$ cat src/rtl/core/svmp_pkg.sv
package svmp_pkg;

  localparam logic [31:0] PI28 = 32'd843314857;

  typedef enum logic {
    OP_TICK = 1'b0,
    OP_MOVE = 1'b1
  } op_code_t;

  typedef struct packed {
    op_code_t    op;
    logic [31:0] target_x;
    logic [31:0] target_y;
    logic [31:0] duration;
    logic [16:0] dt;
  } in_item_t;

  typedef struct packed {
    logic [31:0] pos_x;
    logic [31:0] pos_y;
    logic        moving;
  } out_item_t;

  typedef enum logic [4:0] {
    S_IDLE,
    S_MV_DIF,
    S_MV_AX,
    S_MV_SQ,
    S_MV_SQRT,
    S_MV_CHK,
    S_MV_DEN,
    S_MV_DIV,
    S_TK_CHK,
    S_TK_W,
    S_TK_SQRT,
    S_TK_FDIV,
    S_TK_SPD,
    S_TK_TRV,
    S_TK_MX,
    S_TK_DX,
    S_TK_MY,
    S_TK_DY,
    S_TK_END,
    S_OUT
  } state_t;

  typedef enum logic [1:0] {
    U_SQRT,
    U_DIV
  } unit_op_t;

  typedef struct packed {
    logic     start;
    unit_op_t op;
    logic [6:0] steps;
  } unit_ctl_t;

endpackage

$ cat src/rtl/core/svmp_unit.sv
module svmp_unit (
  input  logic                clk,
  input  logic                rst,
  input  svmp_pkg::unit_ctl_t ctl,
  input  logic [127:0]        num,
  input  logic [63:0]         den,
  output logic [63:0]         res,
  output logic                done
);

  svmp_pkg::unit_op_t op;
  logic [127:0] sh;
  logic [67:0]  rem;
  logic [63:0]  q;
  logic [63:0]  d;
  logic [6:0]   cnt;
  logic         run;
  logic [67:0]  rem_next;
  logic [67:0]  trial;
  logic [63:0]  q_next;

  always_comb begin
    rem_next = rem;
    q_next = q;
    trial = '0;
    case (op)
      svmp_pkg::U_SQRT: begin
        rem_next = {rem[65:0], sh[127:126]};
        trial = {2'b0, q, 2'b01};
        if (rem_next >= trial) begin
          rem_next = rem_next - trial;
          q_next = {q[62:0], 1'b1};
        end else begin
          q_next = {q[62:0], 1'b0};
        end
      end
      default: begin
        rem_next = {rem[66:0], sh[127]};
        trial = {4'b0, d};
        if (rem_next >= trial) begin
          rem_next = rem_next - trial;
          q_next = {q[62:0], 1'b1};
        end else begin
          q_next = {q[62:0], 1'b0};
        end
      end
    endcase
  end

  always_ff @(posedge clk) begin
    if (rst) begin
      run <= 1'b0;
      done <= 1'b0;
    end else begin
      done <= 1'b0;
      if (ctl.start) begin
        run <= 1'b1;
      end else if (run && cnt == 7'd1) begin
        run <= 1'b0;
        done <= 1'b1;
      end
    end
    if (ctl.start) begin
      op <= ctl.op;
      sh <= num;
      d <= den;
      rem <= '0;
      q <= '0;
      cnt <= ctl.steps;
    end else if (run) begin
      rem <= rem_next;
      q <= q_next;
      sh <= (op == svmp_pkg::U_SQRT) ? {sh[125:0], 2'b0} : {sh[126:0], 1'b0};
      cnt <= cnt - 7'd1;
    end
  end

  assign res = q;

endmodule

$ cat config.mk
export PLATFORM = sky130hd
export DESIGN_NAME = svmp_unit
export DESIGN_NICKNAME = d
export VERILOG_FILES = /design/src/rtl/core/svmp_pkg.sv /design/src/rtl/core/svmp_unit.sv
export SDC_FILE = /design/constraint.sdc
export NUM_CORES = 1
export LEC_CHECK = 0
export BUFFER_PORTS_ARGS = -buffer_cell sky130_fd_sc_hd__buf_4
export CAP_MARGIN = 20
export CELL_PAD_IN_SITES_DETAIL_PLACEMENT = 1
export CELL_PAD_IN_SITES_GLOBAL_PLACEMENT = 1
export CORE_ASPECT_RATIO = 0.6
export CORE_MARGIN = 8
export CORE_UTILIZATION = 41
export DETAILED_ROUTE_END_ITERATION = 7
export PLACE_DENSITY = 0.85
export SLEW_MARGIN = 20
export SYNTH_ARGS = -nofsm -noshare
export SYNTH_HDL_FRONTEND = slang
export SYNTH_SLANG_ARGS = --single-unit
$ cat constraint.sdc
create_clock -name clk -period 4.49 [get_ports clk]
set_clock_uncertainty 0.05 [all_clocks]
set_input_delay 0.898 -clock clk [delete_from_list [all_inputs] [get_ports clk]]
set_output_delay 0.898 -clock clk [all_outputs]
set_load 0.01 [all_outputs]
==> metrics <==
status complete, no violations; part of the cycle the worst path needs 0.975; gpl congestion 0.938; Congestion Overflow GR 0; CTS Buffer Depth 3; min-delay worst type in -> reg; vias in the first global route about 23000; most area-consuming cells after synthesis edfxtp_1 25%, dfxtp_1 11%, mux2i_1 8.5%, ha_1 6.9%, nand2_1 5.7%; cells after synthesis around 2800; Sequential Power Share 0.226; io pins 269; synth cell count leaders 366 x nand2_1, 248 x o21ai_0, 205 x a21oi_1, 205 x mux2i_1, 201 x edfxtp_1; Crit path arrival time 4800 ps; register area 8700 um2; hpwl dp approximately 66000 um; routed vias 22100; Die Area 66900 um2; Worst EP required 4910 ps; Warnings, synthesis 0; Multi-input gate area 13600 um2; FF+latch count, synth 334; Least-Margin Pin Slew 1000 ps; dominant synthesized flop cell edfxtp_1; clk_lat worst skew 590 ps; Max VDD drop 1020 uV; WHS Endpoint run; CP Capture Type register; Slew headroom 0.331; clk slew on worst S/H paths 60 ps; final hold viol count 0; Mean Syn Cell Area 8.58 um2; largest net degree at the start of global routing 179; switching part of the total 0.469; max_cap viols 0; Die Height 204 um; TritonCTS clock tree yes; crit path cell chain inv_1 -> ha_1 -> a21oi_1 -> o21ai_1 -> a21oi_1 -> o21ai_0 -> a211o_1 -> a31o_2 -> a211oi_1 -> o21bai_1 -> xnor2_1 -> o221ai_1 -> o21ai_0; setup slack after placement -121 ps; Crit Path Max Fanout 7; Pwr per Cell Area around 640 nW/um2; Int Power around 9.5 mW; # placed instances 3669; H-Tree Depth 2; vias per cell 5.91; PortBufs 268; starting density of the core 0.416; first-pass GRT wire length 132000 um; clock root buffer clkbuf_16; Reg2Reg Setup Slack 110 ps; CP Buf/Inv Count 1; final net count 3275; Async SR Flop Fraction 0; Clk pwr share 0.171; combinational power share 0.603; num rows 68; max incr delay on CP ~490 ps; CTS buffer count 37; NetSw 8.36 mW; Hold Crit Start rst; ratio of cells with drive above 1 in the final layout 0.143; Finished Layout Cells 3740; number of synthesized flops with an enable pin 201; synth unique cells 80; Tot Pwr 17.8 mW; Total GRT Usage 0.245; DRT Pass-1 Iters 5; DRC errors left 0; kind of critical path reg -> reg; hold path cells 2; CTS sink count 334; unrepaired setup endpoints after global routing false; initial antenna violation count 3; layout filler cell count 6757; most frequent cell after synthesis nand2_1; Worst Reg-to-Reg Cells 13; post-synthesis sequential area ratio 0.362; DRT Wirelength 86400 um; Detail Route Antenna Nets 0; RR Endpoint rem[56]; core area 57800 um2; Tmin final 4380 ps; worst r2r src res[19]; CP max-delay cell a21oi_1; CP top delay family compound AO/OA/AOI/OAI gates; Mapped Area ~24000 um2; Leak Pwr 11.7 nW; initial drt markers 1938; Layout area overhead 15.1%; largest area contributor in the netlist edfxtp_1; Max Clk Rate 228 MHz; Mapped Nets 3139; setup ws final 112 ps; die width 329 um; CP startpoint kind register; Final Max Tran Viols 0; worst hold slack 430 ps; number of setup buffers added after CTS 0; Avg WL per Cell 23.1 um; post-synth top area share 0.251; post-route setup TNS 0 ps; setup violators final 0
==> stage by stage <==
step / utilization / area [um2]
after floorplan: - / 24100
after global placement: 0.459 / 26500
after detailed placement: 0.459 / 26500
after CTS: 0.479 / 27700
after global routing: 0.479 / 27700
final: 0.479 / 27700
==> metal layers <==
layer / wire length (um) / part of all wire / up-vias / track usage
met4: 1690 / 0.020 / 0 / 0.0626
li1: - / - / 10300 / -
met2: 37400 / 0.43 / 679 / 0.368
met3: 6860 / 0.079 / 127 / 0.0589
met1: 40500 / 0.47 / 10900 / 0.350
met5: 0 / 0 / - / 0
==> registers in the layout (all words and copies together), names as in the netlist <==
register	count
done	1
run	1
res	64
op	2
sh	128
rem	67
cnt	7
d	64
==> kinds of logic after synthesis <==
group	count (synthesis)	share of synthesized area
AO/OA/AOI/OAI	830	0.221
AND/OR/NAND/NOR	767	0.142
buffers and inverters	407	0.0743
flip-flops	334	0.362
multiplexers	206	0.0858
adder cells (fa/ha/maj)	133	0.0695
XOR/XNOR	125	0.0455
==> cells in the final DEF, fill, tap and decap left out, types with 26 or more instances in the layout <==
| master | Yosys | layout |
|---|---|---|
| nand3_1 | 44 | 44 |
| a21oi_1 | 205 | 205 |
| ha_1 | 132 | 132 |
| clkbuf_16 | 0 | 37 |
| edfxtp_1 | 201 | 201 |
| dfxtp_1 | 133 | 132 |
| o21bai_1 | 31 | 31 |
| a21o_1 | 74 | 74 |
| o211ai_1 | 80 | 80 |
| nor3_1 | 31 | 30 |
| mux2i_1 | 205 | 205 |
| nand2_1 | 366 | 366 |
| o21ai_0 | 248 | 247 |
| nand4_1 | 48 | 48 |
| xnor2_1 | 68 | 68 |
| inv_1 | 167 | 166 |
| nor2_1 | 171 | 168 |
| xor2_1 | 57 | 57 |
| a32o_1 | 26 | 26 |
| buf_4 | 64 | 331 |
==> worst max-delay path by stage <==
stage,endpoint,startpoint,slack (ps),depth (start not counted)
final,rem[56],res[19],110,13
after global routing,rem[56],res[19],5,13
after CTS,rem[66],res[12],120,15
after detailed placement,rem[66],res[12],-120,15
after global placement,rem[66],res[12],-40,15
after floorplan,cnt[0],ctl[9],260,4
==> final cells by class <==
class	count	area share
multi-input combinational	2061	0.492
inverter	167	0.0228
clock buffer	49	0.0354
antenna	3	0.000271
clock inverter	19	0.00647
tap	770	0.0348
sequential	334	0.314
timing repair buffer	337	0.0940
==> what timing repair did <==
item | CTS | global route
pin swaps | 0 | 0
gates resized for setup | 1 | 3
setup endpoints to repair | 4 | 5
hold buffers | 0 | 0
==> power by group through the flow <==
| stage | logic [mW] | clock network (mW) | registers, mW |
|---|---|---|---|
| finish | 10.7 | 3.06 | 4.03 |
| global route | 11.5 | 3.23 | 4.06 |
| CTS | 10.4 | 3.13 | 4.01 |
| floorplan | 6.70 | 0 | 3.89 |
| detailed placement | 10.3 | 0 | 4.07 |
| global placement | 10.0 | 0 | 4.03 |
(Power assumes the default switching activity.)
